===== config.mk =====
export PLATFORM = sky130hd
export DESIGN_NAME = rgbl_lab
export DESIGN_NICKNAME = d
export VERILOG_FILES = /design/src/design/rgb_to_cielab_converter_assert.svh /design/src/design/rgbl_pkg.sv /design/src/design/rgbl_lab.sv
export SDC_FILE = /design/constraint.sdc
export NUM_CORES = 2
export LEC_CHECK = 0
export BUFFER_PORTS_ARGS = -buffer_cell sky130_fd_sc_hd__buf_2
export CAP_MARGIN = 20
export CORE_MARGIN = 3
export CORE_UTILIZATION = 50
export DETAILED_ROUTE_END_ITERATION = 16
export HOLD_SLACK_MARGIN = 0.03
export PLACE_DENSITY = 0.75
export SLEW_MARGIN = 20
export SYNTH_ARGS = -nofsm -noshare
export SYNTH_HDL_FRONTEND = slang
export SYNTH_SLANG_ARGS = --single-unit
export TNS_END_PERCENT = 100

===== constraint.sdc =====
create_clock -name clk -period 16.6 [get_ports clk]
set_input_delay 0.83 -clock clk [delete_from_list [all_inputs] [get_ports clk]]
set_output_delay 0.83 -clock clk [all_outputs]
set_load 0.01 [all_outputs]

===== src/design/rgb_to_cielab_converter_assert.svh =====
// Assertion macros shared by the converter RTL.
`ifndef RGB_TO_CIELAB_CONVERTER_ASSERT_SVH
`define RGB_TO_CIELAB_CONVERTER_ASSERT_SVH
`ifndef SYNTHESIS
// Implication in the same cycle, inactive while in reset.
`define RGBL_ASSERT_NOW(label, ante, cons) \
  label: assert property (@(posedge clk) disable iff (rst) (ante) |-> (cons)) \
    else $error("assertion failed");
// Implication in the next cycle, checked through reset as well.
`define RGBL_ASSERT_NEXT(label, ante, cons) \
  label: assert property (@(posedge clk) (ante) |=> (cons)) \
    else $error("assertion failed");
`else
`define RGBL_ASSERT_NOW(label, ante, cons)
`define RGBL_ASSERT_NEXT(label, ante, cons)
`endif
`endif


===== src/design/rgbl_pkg.sv =====
// Shared constants for the RGB to CIE L*a*b* pipeline.
`default_nettype none
package rgbl_pkg;
  // Fractional bits of the L*a*b* outputs
  localparam int FRAC_BITS_DEF = 8;

  // Matrix coefficients times 10000
  localparam logic [13:0] CX_R = 14'd4124;
  localparam logic [13:0] CX_G = 14'd3576;
  localparam logic [13:0] CX_B = 14'd1805;
  localparam logic [13:0] CY_R = 14'd2126;
  localparam logic [13:0] CY_G = 14'd7152;
  localparam logic [13:0] CY_B = 14'd722;
  localparam logic [13:0] CZ_R = 14'd193;
  localparam logic [13:0] CZ_G = 14'd1192;
  localparam logic [13:0] CZ_B = 14'd9505;

  // White-point scaling: t = round(sum * MUL / DEN)
  localparam longint unsigned MUL_X = 64'd10 << 24;
  localparam longint unsigned DEN_X = 64'd255 * 64'd95047;
  localparam longint unsigned MUL_Y = 64'd1 << 24;
  localparam longint unsigned DEN_Y = 64'd255 * 64'd10000;
  localparam longint unsigned MUL_Z = 64'd100 << 24;
  localparam longint unsigned DEN_Z = 64'd255 * 64'd1088969;

  localparam int SUM_W = 22;   // row sum width
  localparam int T_W   = 25;   // normalised value, Q24
  localparam int F_W   = 21;   // f(t), Q20
  localparam int TL_W  = 18;   // low bits of t used by the linear segment

  localparam logic [T_W-1:0] THRESH_Q24 = 25'd148579;
  localparam logic [F_W-1:0] OFFSET_Q20 = 21'd144631;

  // Reciprocals: n/16000 = ((n>>7)*LIN_K)>>31, n/10 = (n*L_K)>>34
  localparam logic [24:0] LIN_K = 25'd17179870;
  localparam logic [30:0] L_K   = 31'd1717986919;

  // Latency of the f(t) unit
  localparam int F_LAT = 22;
endpackage
`default_nettype wire


===== src/design/rgbl_lab.sv =====
// L*, a* and b* from f values: scale, round and saturate into the output register.
`default_nettype none
module rgbl_lab #(
  parameter int FRAC_BITS = rgbl_pkg::FRAC_BITS_DEF
) (
  input  wire logic                     clk,
  input  wire logic                     en,
  input  wire logic [rgbl_pkg::F_W-1:0]  fx,
  input  wire logic [rgbl_pkg::F_W-1:0]  fy,
  input  wire logic [rgbl_pkg::F_W-1:0]  fz,
  input  wire logic                     above_y,
  input  wire logic [rgbl_pkg::TL_W-1:0] ty,
  output logic [14:0]                   lightness,
  output logic [15:0]                   green_red_axis,
  output logic [15:0]                   blue_yellow_axis
);
  import rgbl_pkg::*;

  localparam int S1 = 20 - FRAC_BITS;
  localparam int S2 = 24 - FRAC_BITS;
  localparam int H1 = 1 << (S1 - 1);
  localparam int H2 = 1 << (S2 - 1);

  logic [31:0]        nl;
  logic signed [28:0] cubel;
  logic signed [21:0] da;
  logic signed [21:0] db;
  logic               ab1;
  logic [28:0]        ql;
  logic signed [28:0] cubel2;
  logic signed [30:0] av;
  logic signed [30:0] bv;
  logic               ab2;
  logic signed [31:0] l_cube;
  logic signed [31:0] l_lin;
  logic signed [31:0] a_r;
  logic signed [31:0] b_r;

  function automatic logic signed [31:0] sat(input logic signed [31:0] v,
                                             input logic signed [31:0] lo,
                                             input logic signed [31:0] hi);
    logic signed [31:0] res;
    res = v;
    if (v < lo) res = lo;
    if (v > hi) res = hi;
    return res;
  endfunction

  // Round to nearest, ties up: add half then shift toward minus infinity
  assign l_cube = (32'(cubel2) + 32'(H1)) >>> S1;
  assign l_lin  = ($signed({3'b0, ql}) + 32'(H2)) >>> S2;
  assign a_r    = (32'(av) + 32'(H1)) >>> S1;
  assign b_r    = (32'(bv) + 32'(H1)) >>> S1;

  always_ff @(posedge clk) begin
    if (en) begin
      // products and differences
      nl     <= 32'(ty * 14'd9033);
      cubel  <= $signed(29'({8'b0, fy} * 29'd116)) - 29'sd16777216;
      da     <= $signed({1'b0, fx}) - $signed({1'b0, fy});
      db     <= $signed({1'b0, fy}) - $signed({1'b0, fz});
      ab1    <= above_y;
      // divide by ten, scale the axes
      ql     <= 29'((64'(nl) * 64'(L_K)) >> 34);
      cubel2 <= cubel;
      av     <= 31'(32'(da) * 32'sd500);
      bv     <= 31'(32'(db) * 32'sd200);
      ab2    <= ab1;
      // select, saturate and register the result
      lightness        <= 15'(sat(ab2 ? l_cube : l_lin, 32'sd0, 32'sd32767));
      green_red_axis   <= 16'(sat(a_r, -32'sd32768, 32'sd32767));
      blue_yellow_axis <= 16'(sat(b_r, -32'sd32768, 32'sd32767));
    end
  end
endmodule
`default_nettype wire


# Word-level counts from Yosys, hierarchy flattened
# Index checks and enable logic that the tools add are counted.
# classes
n_mux	4
n_lt_le_gt_ge	6
addsub	7
multipliers	5
# ops
cell	n
$add A31 B13 Y32 const B	2
$mul A32 B31 Y63 const B	1
$sub A21 B21 Y22	2
$gt A20 B16 Y1 const B	2
$lt A20 B16 Y1 const B	2
$gt A32 B16 Y1 const B	1
$lt A32 B1 Y1 const B	1
$mul A18 B14 Y32 const B	1
$mux W16	2
$mux W32	1
$add A29 B13 Y30 const B	1
$add A29 B16 Y30 const B	1
$mul A22 B8 Y29 const B	1
$sub A28 B25 Y29 const B	1
$mul A22 B6 Y28 const B	1
$mul A21 B5 Y26 const B	1
$mux W15	1
# totals
output_inout_bits	47
wordCells	35
ff_bits	269
inputBits	84

# Depth between registers and ports, before layout
# depth
word_depth	4
depth_mapped	26
mapped_depth_nobuf	26

# Worst setup path after synthesis
# Ideal clock, no wire load.
# synth_path
path_kind	reg2reg
from	register nl[17]
to	register ql[22], data pin
slack_ns	9.535
setup_ns	0.264
synth_period_minus_slack_ns	7.065
required_ns	16.336
t_arrival_ns	6.801
path_buffers	0
path_stages_with_launch	24
cell_sequence	edfxtp_1 -> ha_1 -> inv_1 -> fa_1 -> fa_1 -> fa_1 -> inv_1 -> fa_1 -> fa_1 -> fa_1 -> inv_1 -> fa_1 -> inv_1 -> ha_1 -> a21o_1 -> a21o_1 -> a211oi_1 -> o21ai_0 -> a221oi_1 -> o31ai_1 -> a221oi_2 -> nor2_1 -> a2111oi_2 -> xnor2_1
# synth_between
elab_chain_cells	1
# synth_rtl
element	line	source
from (decl)	rgbl_lab.sv:24	logic [31:0] nl;
from (signal assigned)	rgbl_lab.sv:58	nl <= 32'(ty * 14'd9033);
$mul A32 B31 Y63	rgbl_lab.sv:64	ql <= 29'((64'(nl) * 64'(L_K)) >> 34);
to (signal assigned)	rgbl_lab.sv:64	
to (decl)	rgbl_lab.sv:29	logic [28:0] ql;
# No other way between the ends.
# A chain may end at the register's enable or synchronous reset.

# Worst setup path after layout
# layout_path
from	register nl[3]
to	register ql[18], data pin
# Same word-level chain as after synthesis.

==> impl_metrics.tcl <==
set metrics [dict create \
    status "complete, no violations" \
    grt_max_degree 92 \
    crit_path_max_fanout 8 \
    syn-cell-area_um2 37240 \
    num-fill-cells 6362 \
    cts_setup_buffers 0 \
    h-tree-depth 1 \
    setup_tns_ns 0 \
    hold_viol 0 \
    syn_area_per_cell_um2 10.48 \
    cts_tree "yes" \
    path_depth 20 \
    clock_latency_ns 0.56 \
    fp.dieArea_um2 77790 \
    ys_ff_latch 215 \
    cpPeakStageDelay_ns 0.79 \
    root_buffer "clkbuf_16" \
    setup_viol 0 \
    first_pass_iters 5 \
    ctsResizeCount 0 \
    drt.antenna.violating_nets 0 \
    clock-sinks 215 \
    worst_slew_pin_slew_ns 1.022 \
    synth.top_cell.area_share_pct 30.53 \
    hold_class "register to register" \
    clockBufferDepth 3 \
    hold_buffers 0 \
    grtUsageMet2_pct 37.96 \
    period_needed_ns 7.947 \
    met1_usage_pct 29.94 \
    hold_depth 0 \
    drive_above_1_share_pct 5.253 \
    seq_area_frac_synth_pct 17.34 \
    dieHeight_um 278.9 \
    overflow 0 \
    place_hpwl_um 76720 \
    gp_congestion 1.014 \
    coreArea_um2 73330 \
    cts_made_buffers 26 \
    grt_pass1_vias 25990 \
    worst-path-buf-inv 2 \
    synth_edf_count 215 \
    die_x_um 278.9 \
    synth_top_cell_by_area "fa_1" \
    reg2reg_depth 20 \
    viasPerCell 5.249 \
    cpMostUsedCell "fa_1" \
    numPortBuffers 130 \
    start_kind "register" \
    timing.critical_path.cells "ha_1 -> xor2_1 -> xor2_1 -> fa_1 -> fa_1 -> fa_1 -> fa_1 -> fa_1 -> inv_1 -> fa_1 -> inv_1 -> ha_1 -> nand3_1 -> nor4_1 -> nand3_1 -> o31ai_1 -> a21boi_0 -> o21bai_1 -> a21oi_1 -> xnor2_1" \
    first_iter_violations 1258 \
    fp-row-count 99 \
    final_nets 5063 \
    slowest_stage "o31ai_1" \
    pin_count 131 \
    synth_area_leaders "fa_1, ha_1, edfxtp_1" \
    fmax_mhz 125.8 \
    syn_nets 4921 \
    arrival_ns 8.26 \
    area_delta_synth_final_pct 7.270 \
    initial_utilization_pct 50.79 \
    clkTransAtPathRegs_ns 0.06 \
    drt_wl_total_um 86810 \
    path_class "register to register" \
    synth_ff_type "edfxtp_1" \
    synthArstFlopShare_pct 0 \
    via_count 24550 \
    yosys_warnings 0 \
    antenna_found_initial 10 \
    synth.distinct_cells 61 \
    grtUsageMet3_pct 5.686 \
    wl_per_cell_um 18.56 \
    maxCapViolations 0 \
    groute.usage.overall_pct 23.00 \
    min_period_over_period_pct 47.87 \
    fin_skew_ns 0.009024 \
    synthCells 3552 \
    slew_headroom_pct 31.86 \
    drv_slew 0 \
    end_kind "register" \
    route.detailed.drc 0 \
    rsz0062_at_grt "false" \
    grt.busiest_layer "met2" \
    grt_pass1_wl_um 139400 \
    critPathRequiredTime_ns 16.91 \
    path_delay_family "adder cells" \
]
## sequential cells by signal, indices dropped and copies added, names as in the netlist
register / count
db: 22
lightness: 15
ql: 14
green_red_axis: 16
cubel2: 18
cubel: 18
bv: 20
ab1: 1
da: 22
blue_yellow_axis: 16
ab2: 1
av: 20
nl: 32
## stage by stage
stage          util (%)  setup WS, ns  cells  cell area, µm²  hold WS [ns]
3_5_place_dp      53.25         8.256   4625           39050        0.4045
4_1_cts           54.45         8.262   4671           39930        0.4188
3_3_place_gp      53.25         8.497   4625           39050        0.4025
2_1_floorplan         -         9.535   3552           37240        0.4003
5_1_grt           54.48         8.194   4676           39950        0.4231
6_report          54.48         8.653   4677           39950        0.4173
## cells in the final DEF (no fill, tap or decap), drive strengths merged, types with 6 or more instances in the layout
cell type and count:
nand2 83, clkinv 7, buf 131, nor2 101
fa 568, or3 8, a21o 59, o21ai 111
xnor2 117, xor2 109, nand3 57, nand2b 20
o21a 19, nand4 18, edfxtp 215, o211ai 11
or2 12, and2 17, ha 717, a31oi 8
diode 6, a211oi 9, a21oi 138, clkbuf 30
nor2b 16, inv 970, and3 24, nor3 24
o21bai 24
## logic make-up after synthesis
kind of cell | count (synthesis) | synth area share [%]
AND/OR/NAND/NOR | 395 | 5.201
XOR/XNOR | 226 | 5.315
multiplexers | 5 | 0.1344
AO/OA/AOI/OAI | 440 | 7.455
buffers and inverters | 986 | 9.938
adder cells (fa/ha/maj) | 1285 | 54.62
flip-flops | 215 | 17.34
## cell usage after synthesis, drive strengths merged (8+ instances only)
library cell and instances:
fa 568, o21bai 24, nor2 101, nand2 83, a211oi 9, ha 717, o21ai 111, clkbuf 18
nor2b 16, nand3 57, o21a 19, inv 968, edfxtp 215, or3 8, a21o 59, o211ai 11
or2 12, nand2b 20, and3 24, nor3 24, and2 17, a31oi 8, xnor2 117, xor2 109
nand4 18, a21oi 138
## metal layers
layer,share of wire (%),up-vias
li1,-,11720
met2,47,676
met5,0.035,-
met4,3.5,6
met3,7.7,162
met1,42,11990
## path summary, 6_finish.rpt
path / startpoint / endpoint / slack, ns
hold reg to reg: cubel[11] / cubel2[11] / 0.42
setup reg to reg: nl[3] / ql[18] / 8.65
setup / recovery: nl[3] / ql[18] / 8.65
hold / removal: cubel[11] / cubel2[11] / 0.42
## layout make-up
type	instances	area (µm²)	area share [%]
diodes	6	15.01	0.03758
clock buffers	29	661.9	1.657
clock inverters	17	217.7	0.5450
inverters	968	3633	9.095
multi-input cells	2351	27090	67.81
flip-flops and latches	215	6456	16.16
well taps	959	1200	3.004
repair buffers	132	674.4	1.688
Power is left out: the tool's default activity adds up to more than one toggle a clock period on the data nets, which glitch-free logic cannot reach.
