## config.mk

```make
export PLATFORM = sky130hd
export DESIGN_NAME = rgbl_wscale
export DESIGN_NICKNAME = d
export VERILOG_FILES = /design/src/design/rgb_to_cielab_converter_assert.svh /design/src/design/rgbl_pkg.sv /design/src/design/rgbl_wscale.sv
export SDC_FILE = /design/constraint.sdc
export NUM_CORES = 1
export LEC_CHECK = 0
export ABC_AREA = 1
export ABC_CLOCK_PERIOD_IN_PS = 9700
export BUFFER_PORTS_ARGS = -buffer_cell sky130_fd_sc_hd__buf_4
export CAP_MARGIN = 10
export CORE_ASPECT_RATIO = 1.5
export CORE_MARGIN = 1
export CORE_UTILIZATION = 41
export CTS_BUF_LIST = sky130_fd_sc_hd__clkbuf_4
export DETAILED_ROUTE_END_ITERATION = 16
export HOLD_SLACK_MARGIN = 0.06
export SLEW_MARGIN = 10
export SYNTH_ARGS = -nofsm -noshare
export SYNTH_HDL_FRONTEND = slang
export SYNTH_SLANG_ARGS = --single-unit
```

## constraint.sdc

```tcl
create_clock -name clk -period 9.7 [get_ports clk]
set_input_delay 0.97 -clock clk [delete_from_list [all_inputs] [get_ports clk]]
set_output_delay 0.97 -clock clk [all_outputs]
set_load 0.01 [all_outputs]
```

## src/design/rgb_to_cielab_converter_assert.svh

```systemverilog
// Assertion macros shared by the converter RTL.
`ifndef RGB_TO_CIELAB_CONVERTER_ASSERT_SVH
`define RGB_TO_CIELAB_CONVERTER_ASSERT_SVH
`ifndef SYNTHESIS
// Implication in the same cycle, inactive while in reset.
`define RGBL_ASSERT_NOW(label, ante, cons) \
  label: assert property (@(posedge clk) disable iff (rst) (ante) |-> (cons)) \
    else $error("assertion failed");
// Implication in the next cycle, checked through reset as well.
`define RGBL_ASSERT_NEXT(label, ante, cons) \
  label: assert property (@(posedge clk) (ante) |=> (cons)) \
    else $error("assertion failed");
`else
`define RGBL_ASSERT_NOW(label, ante, cons)
`define RGBL_ASSERT_NEXT(label, ante, cons)
`endif
`endif

```

## src/design/rgbl_pkg.sv

```systemverilog
// Shared constants for the RGB to CIE L*a*b* pipeline.
`default_nettype none
package rgbl_pkg;
  // Fractional bits of the L*a*b* outputs
  localparam int FRAC_BITS_DEF = 8;

  // Matrix coefficients times 10000
  localparam logic [13:0] CX_R = 14'd4124;
  localparam logic [13:0] CX_G = 14'd3576;
  localparam logic [13:0] CX_B = 14'd1805;
  localparam logic [13:0] CY_R = 14'd2126;
  localparam logic [13:0] CY_G = 14'd7152;
  localparam logic [13:0] CY_B = 14'd722;
  localparam logic [13:0] CZ_R = 14'd193;
  localparam logic [13:0] CZ_G = 14'd1192;
  localparam logic [13:0] CZ_B = 14'd9505;

  // White-point scaling: t = round(sum * MUL / DEN)
  localparam longint unsigned MUL_X = 64'd10 << 24;
  localparam longint unsigned DEN_X = 64'd255 * 64'd95047;
  localparam longint unsigned MUL_Y = 64'd1 << 24;
  localparam longint unsigned DEN_Y = 64'd255 * 64'd10000;
  localparam longint unsigned MUL_Z = 64'd100 << 24;
  localparam longint unsigned DEN_Z = 64'd255 * 64'd1088969;

  localparam int SUM_W = 22;   // row sum width
  localparam int T_W   = 25;   // normalised value, Q24
  localparam int F_W   = 21;   // f(t), Q20
  localparam int TL_W  = 18;   // low bits of t used by the linear segment

  localparam logic [T_W-1:0] THRESH_Q24 = 25'd148579;
  localparam logic [F_W-1:0] OFFSET_Q20 = 21'd144631;

  // Reciprocals: n/16000 = ((n>>7)*LIN_K)>>31, n/10 = (n*L_K)>>34
  localparam logic [24:0] LIN_K = 25'd17179870;
  localparam logic [30:0] L_K   = 31'd1717986919;

  // Latency of the f(t) unit
  localparam int F_LAT = 22;
endpackage
`default_nettype wire

```

## src/design/rgbl_wscale.sv

```systemverilog
// Rounded scaling of one row sum to the white point, reciprocal with correction.
`default_nettype none
module rgbl_wscale #(
  parameter longint unsigned MUL = 64'd16777216,
  parameter longint unsigned DEN = 64'd2550000
) (
  input  wire logic                    clk,
  input  wire logic                    en,
  input  wire logic [rgbl_pkg::SUM_W-1:0] sum,
  output logic [rgbl_pkg::T_W-1:0]     t
);
  import rgbl_pkg::*;

  localparam longint unsigned KR = (MUL << 24) / DEN;
  localparam logic [26:0] KR_V   = 27'(KR);
  localparam logic [30:0] MUL_V  = 31'(MUL);
  localparam logic [28:0] DEN_V  = 29'(DEN);
  localparam logic [54:0] HALF_V = 55'(DEN / 2);

  logic [48:0]       est;
  logic [SUM_W-1:0]  sum1;
  logic [25:0]       qe;
  logic [SUM_W-1:0]  sum2;
  logic [25:0]       qe2;
  logic [54:0]       prod;
  logic [54:0]       num;
  logic signed [56:0] rem;

  // Estimate, then exact remainder, then one-step correction
  always_ff @(posedge clk) begin
    if (en) begin
      est  <= 49'(sum * KR_V);
      sum1 <= sum;
      qe   <= 26'((est + 49'(1 << 23)) >> 24);
      sum2 <= sum1;
      prod <= 55'(qe * DEN_V);
      num  <= 55'(sum2 * MUL_V) + HALF_V;
      qe2  <= qe;
      if (rem < 0) begin
        t <= T_W'(qe2 - 26'd1);
      end else if (rem >= $signed({28'b0, DEN_V})) begin
        t <= T_W'(qe2 + 26'd1);
      end else begin
        t <= T_W'(qe2);
      end
    end
  end

  assign rem = $signed({2'b0, num}) - $signed({2'b0, prod});
endmodule
`default_nettype wire

```

# --- Yosys cells after proc, flatten, opt, wreduce, memory -nomap -nowiden ---
# Index checks and enable logic that the tools add are counted.
word_totals:
  ff_bits: 267
  in_bits: 24
  out_inout_bits: 25
  wordCells: 19
classes:
  add_sub_neg: 5
  n_mul: 2
  order_cmp: 2
  n_mux: 2
ops:
  columns: ["op", "count"]
  rows:
  - ["$ge 57x23->1 const B", 1]
  - ["$lt 57x1->1 const B", 1]
  - ["$sub 55x48->56", 1]
  - ["$mux 25", 2]
  - ["$add 49x24->49 const B", 1]
  - ["$mul 22x27->49 const B", 1]
  - ["$add 46x21->47 const B", 1]
  - ["$mul 25x18->43 const B", 1]
  - ["$add 25x1->25 const B", 1]
  - ["$sub 25x1->25 const B", 1]

# --- Depth between registers and ports, before layout ---
# Gate-level depths: netlist (run 1).
logic_depth:
  depth_word: 4
  ltp_mapped: 26
  depth_no_buf: 26

# --- Worst setup path after synthesis (run 1) ---
# No wires, ideal clock.
synth_timing:
  path_kind: "input-to-reg"
  start: "in sum[19] (netlist name)"
  end: "reg est[44], data pin"
  setup_ns: 0.259
  arrival_time_ns: 5.881
  required_ns: 9.441
  setup_slack_ns: 3.560
  cell_stages: 23
  n_path_buf: 0
  cell_sequence: "fa_1 -> ha_1 -> fa_1 -> fa_1 -> inv_1 -> fa_1 -> inv_1 -> fa_1 -> inv_1 -> fa_1 -> inv_1 -> ha_1 -> nand2_1 -> nor2_1 -> nand2_1 -> nor4_1 -> nand2_1 -> nand3_1 -> a21oi_1 -> o21ai_0 -> nand3_1 -> nand2_1 -> xor2_1"
synth_via:
  elab_chain_cells: 1
synth_lines:
  columns: ["item", "line_no", "source"]
  rows:
  - ["start: declaration", "rgbl_wscale.sv:9", "input wire logic [rgbl_pkg::SUM_W-1:0] sum,"]
  - ["$mul 22x27->49", "rgbl_wscale.sv:32", "est <= 49'(sum * KR_V);"]
  - ["end signal: assignment", "rgbl_wscale.sv:32", null]
  - ["end: declaration", "rgbl_wscale.sv:20", "logic [48:0] est;"]
# Every way passes these cells.
# A chain may end at the register's enable or synchronous reset.

# --- Final worst setup path (run 1) ---
layout_timing:
  start: "reg qe[8]"
  end: "reg prod[42], data pin"
layout_via:
  elab_chain_cells: 1
layout_lines:
  columns: ["item", "line_no", "source"]
  rows:
  - ["start: declaration", "rgbl_wscale.sv:22", "logic [25:0] qe;"]
  - ["start signal: assignment", "rgbl_wscale.sv:34", "qe <= 26'((est + 49'(1 << 23)) >> 24);"]
  - ["$mul 25x18->43", "rgbl_wscale.sv:36", "prod <= 55'(qe * DEN_V);"]
  - ["end signal: assignment", "rgbl_wscale.sv:36", null]
  - ["end: declaration", "rgbl_wscale.sv:25", "logic [54:0] prod;"]
# Every way passes these cells.

==> metrics.md, run 1 <==
| Metric | Value |
|---|---|
| Fillcell total | 6944 |
| H-tree depth | 2 |
| Vias in the first global route | between 20000 and 25000 |
| Rows | ~120 |
| First-pass detailed-route iteration total | 5 |
| Final net count | ~4200 |
| Post-synth top area cell | fa_1 |
| Ranking of synthesized cells by area | fa_1 24%, edfxtp_1 22%, ha_1 20% |
| CP most frequent cell | fa_1 |
| Max-cap violations | 0 |
| Layout cells sized above 1 | ~4.5% |
| Initial antenna violation count | 1 |
| 1st-iter DRT viols | between 1000 and 1500 |
| Met3 usage | 1.801% |
| DRC violations left | 0 |
| Non-Filler Instances | approximately 4300 |
| Inst Count DP | 4222 |
| Clk_lat worst skew | approximately 0.80 ns |
| CTS tree | done |
| Final Hold Fails | 0 |
| Total GRT Usage | 23.27% |
| GR Util met2 | 46.25% |
| Final setup fails | 0 |
| Min-Delay Path Class | register to register |
| WP data required | just over 10 ns |
| Post-Syn Area per Cell | 8.847 um^2 |
| Syn_nets | between 4000 and 5000 |
| CTS Buf Count | between 50 and 60 |
| IO Port Bufs | 48 |
| Post-CTS setup buffers | 0 |
| Setup TNS | 0 ns |
| Die W | roughly 220 um |
| Tmin final | 6.308 ns |
| Vias | 21530 |
| Crit path DAT | 6.73 ns |
| Yosys reg bits | 209 |
| Critical path fanouts, max | 9 |
| Critical path, cell by cell | fa_1 -> inv_1 -> fa_1 -> fa_1 -> inv_1 -> fa_1 -> inv_1 -> fa_1 -> inv_1 -> fa_1 -> ha_1 -> a21oi_1 -> inv_1 -> a31oi_1 -> o21ai_0 -> a21boi_1 -> o21ai_0 -> nand3_1 -> nand2_1 -> nand2_1 -> nand2_1 |
| Ys flop type | edfxtp_1 |
| Number of flops mapped to enable cells by yosys | about 210 |
| Ys async rst share | 0% |
| Cts hold-fix bufs | 0 |
| Largest net degree at the start of global routing | 74 |
| Clock transition at path regs | approximately 0.07 ns |
| Area occupied by multi-input gates | between 15000 and 20000 um^2 |
| Worst slew pin tran | between 0.8 and 0.9 ns |
| WS Path Type | register to register |
| Post-DR wirelength/cell | 18.41 um |
| Initial core utilization | about two fifths |
| GR Overflow Total | 0 |
| Synth top area share | 23.58% |
| CTS Root Buffer Type | clkbuf_4 |
| CTS max path bufs | 3 |
| Slowest cell delay on critical path | 0.68 ns |
| Period utilization | 65.03% |
| YS warnings | 0 |
| Wire length of the first global-routing pass | ~130000 um |
| Slowest CP cell | edfxtp_1 |
| Reg area | roughly 6300 um^2 |
| Crit end category | register |
| GP Congestion | about 0.97 |
| P&R area growth vs syn | 7.627% |
| Outcome | completed |
| Met1 GRT Util | between 20% and 30% |
| CP Launch Type | register |
| CTS-repair resized insts | 0 |
| GR peak layer | met2 |
| Post-Synthesis Cell Area | about 29000 um^2 |
| Remaining antenna violation count | 0 |
| Skew final | approximately 0.13 ns |
| Cell count after synthesis | between 3000 and 4000 |
| Unrepaired setup endpoints after global routing | no |
| Routed WL | 79480 um |
| I/O pin cnt | between 40 and 50 |
| Core Box Area | between 60000 and 70000 um^2 |
| Full die area | 71710 um^2 |
| Final Max Slew Viols | 0 |
| Clock sinks | around 210 |
| Die height | ~330 um |
| Post-synthesis cell type count | 47 |
| Max Freq | around 160 MHz |
| Register area share after synthesis | between 20 and 25% |
| DP HPWL | a little under 70000 um |
| Worst slew margin | 40.51% |
| Drt via density | between 4 and 5 |
==> sequential cells by signal, indices dropped and copies added (netlist names) <==
| signal | count |
|---|---|
| prod | 42 |
| sum1 | 21 |
| qe | 25 |
| t | 25 |
| est | 27 |
| qe2 | 25 |
| sum2 | 22 |
| num | 22 |
==> cell type report <==
type	count	share of cell area (%)
Multi-Input combinational cell	2208	62.40
Sequential cell	209	20.14
Inverter	848	10.21
Tap cell	907	3.641
Clock buffer	63	1.518
Timing Repair Buffer	50	1.225
Clock inverter	32	0.8551
Antenna cell	1	0.008030
==> logic make-up (layout without fill, tap and decap cells) <==
logic type | after synthesis | after routing | share of synthesized area, %
simple gates | 1019 | 1019 | 14.83
other cells | 0 | 1 | 0
buf+inv | 856 | 993 | 11.17
compound gates | 281 | 281 | 5.483
flops | 209 | 209 | 21.67
xor+xnor | 95 | 95 | 2.873
fa+ha+maj | 813 | 813 | 43.97
==> metal layers <==
| metal | vias to the layer above | routed length [um] |
|---|---|---|
| met4 | 0 | 5632 |
| met2 | 456 | 44940 |
| met3 | 221 | 1883 |
| met5 | - | 0 |
| met1 | 10310 | 27020 |
| li1 | 10550 | - |
==> cells in the mapped netlist, types with 2 or more instances <==
| cell | n |
|---|---|
| nand2_1 | 538 |
| nor4_1 | 11 |
| o31ai_1 | 5 |
| o211ai_1 | 5 |
| clkbuf_1 | 3 |
| nor2_1 | 234 |
| buf_6 | 2 |
| and3_1 | 2 |
| o21ai_1 | 8 |
| fa_1 | 341 |
| a31oi_1 | 28 |
| or2_2 | 2 |
| xnor2_1 | 30 |
| o21ai_0 | 53 |
| inv_1 | 845 |
| nand3_2 | 6 |
| a21boi_0 | 5 |
| nand4_1 | 31 |
| nand2_2 | 7 |
| o21a_1 | 7 |
| xor2_1 | 65 |
| nand3_1 | 133 |
| ha_1 | 472 |
| nor3_1 | 30 |
| o221ai_1 | 6 |
| nand3b_1 | 13 |
| a21o_1 | 6 |
| edfxtp_1 | 209 |
| nor2_2 | 7 |
| o21bai_1 | 9 |
| inv_2 | 3 |
| a21oi_1 | 139 |
| a211oi_1 | 4 |
==> metrics by stage <==
| stage | util, % | hold slack [ns] | setup slack, ns | instance area (um^2) |
|---|---|---|---|---|
| 3_3_place_gp | 43.47 | 0.4004 | 2.794 | 30420 |
| 3_5_place_dp | 43.47 | 0.4045 | 2.778 | 30420 |
| 5_1_grt | 44.53 | 0.3944 | 2.955 | 31160 |
| 6_report | 44.53 | 0.4107 | 3.392 | 31160 |
| 4_1_cts | 44.53 | 0.4093 | 3.324 | 31160 |
| 2_1_floorplan | - | 0.4003 | 3.560 | 28960 |
==> final timing paths <==
kind                            endpoint  cells after the start  slack (ns)    start
worst max-delay path            prod[42]                     21        3.39    qe[8]
worst min-delay path             sum2[6]                      0        0.41  sum1[6]
worst max register to register  prod[42]                     21        3.39    qe[8]
worst min register to register   sum2[6]                      0        0.41  sum1[6]
==> critical path: cells and delay by family (launching register included) <==
family | cells | cell delay [ns]
buffers and inverters | 5 | 0.33
AO/OA/AOI/OAI | 5 | 0.98
AND/OR/NAND/NOR | 4 | 0.33
flip-flops | 1 | 0.68
adder cells (fa/ha/maj) | 7 | 3.63
==> cell usage in the layout, fill, tap and decap left out, drive strengths merged, types with 61 or more instances in the layout <==
master    n
clkbuf   64
ha      472
a21oi   139
edfxtp  209
nand2   545
xor2     65
nand3   140
nor2    241
fa      341
inv     848
o21ai    61
Power of run 1 is left out: the tool's default activity adds up to more than one toggle a clock period on the data nets, which glitch-free logic cannot reach.
==> run 2: changes to the inputs <==
Settings changed: ABC_AREA 1 to 0, ABC_CLOCK_PERIOD_IN_PS 9700 to 6460.
Clock period 9.7 ns to 6.46 ns, I/O delays scaled along.
==> run 2 against run 1 <==
Net effect:
- non-clock buffer count is 247 higher
- critical path depth is 2 lower
- cell count is 14% lower
- synthesized cell count is 24% lower
- maximum frequency is 0.39% lower
- global-route usage is 0.54 points lower
- first-iteration DRC count is 21% lower
- wire length is 8.7% lower
- via count is 11% lower
- sequential share of layout area hardly changed
- critical path type unchanged
==> metrics.md, run 2 <==
| Metric | Value |
|---|---|
| Outcome | completed (unchanged) |
| IO Port Bufs | 48 (unchanged) |
| Inst Count DP | 3617 (was 4222) |
| Final net count | 3655 (was 4206) |
| Critical Path Sink | prod[46] (was prod[42]) |
| P&R area growth vs syn | 15.95% (was 7.627%) |
| Post-synthesis cell type count | 89 (was 47) |
| Die W | 210.8 um (was 219.0 um) |
| Total GRT Usage | 22.73% (was 23.27%) |
| Rows | 114 (was 119) |
| Synth top area share | 25.46% (was 23.58%) |
| CTS Root Buffer Type | clkbuf_4 (unchanged) |
| Vias | 19090 (was 21530) |
| GR Overflow Total | 0 (unchanged) |
| Post-Synthesis Cell Area | 26810 um^2 (was 28960 um^2) |
| Initial antenna violation count | 2 (was 1) |
| Number of flops mapped to enable cells by yosys | 209 (unchanged) |
| Post-DR wirelength/cell | 19.45 um (was 18.41 um) |
| Min-Delay Path Class | primary input to register (was register to register) |
| Clock sinks | 209 (unchanged) |
| R2r setup slk | 0.13 ns (was 3.39 ns) |
| Skew final | 0.03628 ns (was 0.1254 ns) |
| Crit path DAT | 6.82 ns (was 6.73 ns) |
| Ys flop type | edfxtp_1 (unchanged) |
| Worst R2R Start | qe[5] (was qe[8]) |
| Drt via density | 5.117 (was 4.986) |
| First-pass detailed-route iteration total | 7 (was 5) |
| GP Congestion | 0.9573 (was 0.9699) |
| I/O pin cnt | 49 (unchanged) |
| H-tree depth | 2 (unchanged) |
| Max Freq | 157.9 MHz (was 158.5 MHz) |
| DRC violations left | 0 (unchanged) |
| Routed WL | 72560 um (was 79480 um) |
| Unrepaired setup endpoints after global routing | yes (was no) |
| CTS Buf Count | 54 (was 52) |
| Most common cell after layout, fill and taps aside | inv_1 (unchanged) |
| CTS tree | done (unchanged) |
| Layout cells sized above 1 | 16.16% (was 4.516%) |
| Largest register FFs | 42 (unchanged) |
| RR Endpoint | prod[46] (was prod[42]) |
| Final Max Slew Viols | 0 (unchanged) |
| Die height | 315.2 um (was 327.5 um) |
| DP HPWL | 62560 um (was 69290 um) |
| Worst slew margin | 28.38% (was 40.51%) |
| Top flop regs | prod (42), est (27) (unchanged) |
| Top-count cell post-synth | inv_1 (unchanged) |
| Post-Syn Area per Cell | 10.74 um^2 (was 8.847 um^2) |
| Critical path fanouts, max | 9 (unchanged) |
| Depth of the most critical reg-to-reg path | 19 (was 21) |
| Final Hold Fails | 0 (unchanged) |
| Remaining antenna violation count | 0 (unchanged) |
| Ranking of synthesized cells by area | fa_1 25%, edfxtp_1 23%, ha_1 22% (was fa_1 24%, edfxtp_1 22%, ha_1 20%) |
| WS Path Type | register to register (unchanged) |
| Tmin final | 6.333 ns (was 6.308 ns) |
| Core Box Area | 64610 um^2 (was 69980 um^2) |
| Vias in the first global route | 21190 (was 23120) |
| CP Launch Type | register (unchanged) |
| Final setup fails | 0 (unchanged) |
| Crit path launch | qe[5] (was qe[8]) |
| Syn_nets | 3334 (was 4110) |
| Largest net degree at the start of global routing | 156 (was 74) |
| Period utilization | 98.03% (was 65.03%) |
| Wire length of the first global-routing pass | 114000 um (was 125700 um) |
| Post-synth top area cell | fa_1 (unchanged) |
| Max-cap violations | 0 (unchanged) |
| Ys async rst share | 0% (unchanged) |
| Yosys reg bits | 209 (unchanged) |
| Worst slew pin tran | 1.074 ns (was 0.8923 ns) |
| Cell count after synthesis | 2497 (was 3273) |
| Reg with most FFs | prod (unchanged) |
| 1st-iter DRT viols | 851 (was 1074) |
| WP data required | 6.95 ns (was 10.12 ns) |
| Non-Filler Instances | 3731 (was 4318) |
| Clock transition at path regs | 0.08 ns (was 0.07 ns) |
| Register area share after synthesis | 23.41% (was 21.67%) |
| Most frequent cells in the layout | 598 x inv_1, 461 x ha_1, 330 x fa_1 (was 845 x inv_1, 538 x nand2_1, 472 x ha_1) |
| Initial core utilization | 41.50% (was 41.38%) |
| CTS max path bufs | 3 (unchanged) |
| Synth top cells by count | 602 x inv_1, 472 x ha_1, 341 x fa_1, 209 x edfxtp_1, 92 x a21oi_1 (was 845 x inv_1, 538 x nand2_1, 472 x ha_1, 341 x fa_1, 234 x nor2_1) |
| Full die area | 66450 um^2 (was 71710 um^2) |
| Cts hold-fix bufs | 0 (unchanged) |
| Clk_lat worst skew | 0.76 ns (was 0.80 ns) |
| YS warnings | 0 (unchanged) |
| Crit end category | register (unchanged) |
==> run 2: area by class of cell <==
class	instances	area, um^2
antenna	2	5.005
multi-input combinational	1654	18390
clock buffer	75	563.0
tap	870	1089
clock inverter	22	171.4
fill	5995	33530
inverter	602	2260
sequential	209	6276
timing repair buffer	297	2332
==> run 2: worst max-delay path: stages, from the launching register on <==
cell	delay, ns
edfxtp_1	0.42
buf_12	0.18
fa_1	0.53
fa_1	0.45
fa_1	0.57
fa_1	0.46
fa_1	0.54
fa_1	0.52
ha_1	0.37
a21o_1	0.22
a2bb2oi_4	0.17
o2111ai_2	0.12
o21ba_4	0.27
o21ai_4	0.08
o41a_1	0.40
a211o_1	0.28
a21oi_2	0.17
a21oi_2	0.08
xor2_1	0.14
buf_4	0.12
==> run 2: per-stage QoR <==
step / TNS [ns] / util (%) / area, um^2 / hold slack (ns) / setup WS, ns
global placement: -3.035 / 46.37 / 29960 / 0.4025 / -0.3655
detailed placement: -3.756 / 46.37 / 29960 / 0.4045 / -0.4226
floorplan: 0 / - / 26830 / 0.4003 / 0.01868
CTS: 0 / 47.60 / 30760 / 0.1619 / 0.002531
finish: 0 / 48.11 / 31090 / 0.2560 / 0.1271
global route: -0.07612 / 48.11 / 31090 / 0.1863 / -0.03969
==> run 2: routing by layer <==
layer  up-vias  global-route usage, %  share of wire, %
li1       9025                      -                 -
met1      9460                  22.24                35
met2       409                  44.77                56
met3       198                  2.421               2.5
met4         0                  14.26               7.2
met5         -                      0                 0
==> run 2: worst min-delay path by stage <==
stage	cells after the start	endpoint	from	slack (ns)
5_1_grt	2	sum1[19]	sum[19]	0.19
6_report	2	sum1[19]	sum[19]	0.26
2_1_floorplan	0	num[24]	sum2[0]	0.40
4_1_cts	2	sum1[19]	sum[19]	0.16
3_3_place_gp	0	sum2[9]	sum1[9]	0.40
3_5_place_dp	0	num[24]	sum2[0]	0.40
==> run 2: logic make-up (layout without fill, tap and decap cells) <==
family,after synthesis,count (layout),share of synthesized area [%]
adder cells (fa/ha/maj),813,813,47.48
buffers and inverters,634,996,8.941
AND/OR/NAND/NOR,373,373,7.214
AO/OA/AOI/OAI,349,349,9.043
flip-flops,209,209,23.41
XOR/XNOR,116,116,3.789
multiplexers,3,3,0.1213
other,0,2,0
==> run 2: what timing repair did <==
| item | 4_1_cts | 5_1_grt |
|---|---|---|
| pin swaps | 15 | 54 |
| setup endpoints to repair | 5 | 8 |
| endpoints found under the hold margin | 0 | 0 |
| resized for setup | 12 | 47 |
| buffers inserted | 3 | 12 |
Power of run 2 is left out for the same reason.
==> run 3: changes to the inputs <==
Settings changed: GPL_TIMING_DRIVEN set to 0.
==> run 3 against run 2 <==
Net effect:
- count of clock-buffer cells in the layout down 11
- clock skew increased by 0.011 ns
- non-clock buffer count is 152 lower
- via count down 3.2%
- critical path depth rose by 1
- sequential cell count is the same
- global-route usage is 1.4 points lower
- final area decreased by 4.0%
- wire length shrank 6.5%
- maximum frequency fell by 1.4%
- first-iteration DRC count shrank 6.6%
- worst setup slack lost 0.090 ns
- critical path type unchanged
- critical endpoint unchanged
==> metrics.md, run 3 (same netlist as run 2, synthesis figures left out) <==
| Metric | Value |
|---|---|
| Total GRT Usage | 21.35% (was 22.73%) |
| Die W | 210.8 um (unchanged) |
| Reg area | 6276 um^2 (unchanged) |
| Most frequent cells in the layout | 598 x inv_1, 461 x ha_1, 326 x fa_1 (was 598 x inv_1, 461 x ha_1, 330 x fa_1) |
| Top flop regs | prod (42), est (27) (unchanged) |
| Remaining antenna violation count | 0 (unchanged) |
| Largest register FFs | 42 (unchanged) |
| CTS Buf Count | 50 (was 54) |
| DP HPWL | 55960 um (was 62560 um) |
| Reg with most FFs | prod (unchanged) |
| Outcome | completed (unchanged) |
| Clk_lat worst skew | 0.74 ns (was 0.76 ns) |
| Min-Delay Path Class | primary input to register (unchanged) |
| Clock sinks | 209 (unchanged) |
| Max-cap violations | 0 (unchanged) |
| Layout cells sized above 1 | 10.80% (was 16.16%) |
| Initial antenna violation count | 1 (was 2) |
| CTS max path bufs | 3 (unchanged) |
| Setup Slack @ Placement | -1.019 ns (was -0.4226 ns) |
| Vias | 18490 (was 19090) |
| RR Endpoint | prod[46] (unchanged) |
| WS Path Type | register to register (unchanged) |
| IO Port Bufs | 48 (unchanged) |
| H-tree depth | 2 (unchanged) |
| First-pass detailed-route iteration total | 5 (was 7) |
| Area occupied by multi-input gates | 18500 um^2 (was 18390 um^2) |
| GR Overflow Total | 0 (unchanged) |
| Drt via density | 5.173 (was 5.117) |
| Critical Path Sink | prod[46] (unchanged) |
| R2r setup slk | 0.04 ns (was 0.13 ns) |
| GP Congestion | 0.9294 (was 0.9573) |
| Crit path DAT | 6.89 ns (was 6.82 ns) |
| Hold slack final | 0.2151 ns (was 0.2560 ns) |
| Tmin final | 6.423 ns (was 6.333 ns) |
| Fillcell total | 6003 (was 5995) |
| Worst slew margin | 27.76% (was 28.38%) |
| CTS tree | done (unchanged) |
| Final setup fails | 0 (unchanged) |
| Post-DR wirelength/cell | 18.97 um (was 19.45 um) |
| Worst slew pin tran | 1.056 ns (was 1.074 ns) |
| Vias in the first global route | 20350 (was 21190) |
| I/O pin cnt | 49 (unchanged) |
| Full die area | 66450 um^2 (unchanged) |
| Final worst slack | 0.03668 ns (was 0.1271 ns) |
| Cell Area, Placed | 28310 um^2 (was 29960 um^2) |
| P&R area growth vs syn | 11.29% (was 15.95%) |
| Skew final | 0.04701 ns (was 0.03628 ns) |
| Max Freq | 155.7 MHz (was 157.9 MHz) |
| Initial core utilization | 41.50% (unchanged) |
| Most common cell after layout, fill and taps aside | inv_1 (unchanged) |
| Period utilization | 99.43% (was 98.03%) |
| Fin area | 29840 um^2 (was 31090 um^2) |
| WP data required | 6.93 ns (was 6.95 ns) |
| Die height | 315.2 um (unchanged) |
| Depth of the most critical reg-to-reg path | 20 (was 19) |
| Final Hold Fails | 0 (unchanged) |
| CP Launch Type | register (unchanged) |
| Worst R2R Start | qe[11] (was qe[5]) |
| Final Max Slew Viols | 0 (unchanged) |
| Cts hold-fix bufs | 0 (unchanged) |
| CTS Root Buffer Type | clkbuf_4 (unchanged) |
| Crit path launch | qe[11] (was qe[5]) |
| Clock transition at path regs | 0.08 ns (about the same) |
| Unrepaired setup endpoints after global routing | yes (unchanged) |
| DRC violations left | 0 (unchanged) |
| Largest net degree at the start of global routing | 116 (was 156) |
| Final net count | 3499 (was 3655) |
| Wire length of the first global-routing pass | 108400 um (was 114000 um) |
| Crit end category | register (unchanged) |
| 1st-iter DRT viols | 795 (was 851) |
| Critical path fanouts, max | 6 (was 9) |
| Routed WL | 67810 um (was 72560 um) |
| Rows | 114 (unchanged) |
| Core Box Area | 64610 um^2 (unchanged) |
==> run 3: cell count changes in the layout (fill, tap and decap cells not counted), moves of 3 or more <==
cell,before,now
a21oi_1,87,82
a21oi_2,6,9
buf_12,5,1
buf_2,0,4
buf_4,282,108
buf_6,9,4
clkbuf_1,0,23
clkbuf_4,75,64
clkinv_1,11,17
fa_1,330,326
fa_2,11,15
==> run 3: per-stage QoR <==
stage / TNS, ns / std cells / utilization, %
after global placement: -17.90 / 3415 / 43.76
after detailed placement: -18.40 / 3416 / 43.81
after CTS: -0.1211 / 3555 / 45.65
final: 0 / 3574 / 46.18
after floorplan: 0 / 2497 / -
after global routing: -0.1741 / 3574 / 46.18
==> run 3: cell type report <==
class                   instances  area share [%]
clock inverters                29          0.6205
multi-input cells            1654           62.00
inverters                     602           7.572
well taps                     870           3.648
clock buffers                  64           1.610
diodes                          1        0.008386
repair buffers                115           3.078
plain buffers                  30          0.4361
flip-flops and latches        209           21.03
==> run 3: how the worst min path moves through the flow <==
| stage | startpoint | end | slack [ns] | depth (start not counted) |
|---|---|---|---|---|
| floorplan | sum2[0] | num[24] | 0.40 | 0 |
| global placement | sum1[8] | sum2[8] | 0.40 | 0 |
| detailed placement | sum2[0] | num[24] | 0.40 | 0 |
| CTS | sum[3] | sum1[3] | 0.13 | 1 |
| global route | sum[3] | sum1[3] | 0.16 | 1 |
| finish | sum[3] | sum1[3] | 0.22 | 1 |
==> run 3: what timing repair did <==
item | CTS | global route
endpoints found under the hold margin | 0 | 0
pin swaps | 7 | 37
buffers inserted | 46 | 20
resized for setup | 28 | 51
endpoints found under the setup margin | 21 | 21
==> run 3: critical path, cell delays in order, from the launching register on <==
cell       delay, ns
edfxtp_1        0.36
buf_4           0.19
fa_1            0.57
inv_1           0.07
fa_2            0.45
fa_1            0.49
inv_1           0.06
fa_1            0.51
fa_2            0.58
fa_1            0.48
ha_2            0.24
a21o_1          0.21
a211oi_4        0.24
o2111ai_1       0.15
o21ba_4         0.28
o21ai_4         0.08
o41a_1          0.43
a211o_1         0.30
a21oi_2         0.19
a21oi_2         0.09
xor2_2          0.21
==> run 3: metal layers <==
layer	GRT usage, %	share of wire [%]	up-vias	wire length, um
met2	41.35	55	405	37430
met3	1.783	2.6	178	1765
li1	-	-	8724	-
met1	22.10	36	9181	24320
met4	12.63	6.3	0	4296
met5	0	0	-	0
Power of run 3 is left out for the same reason.
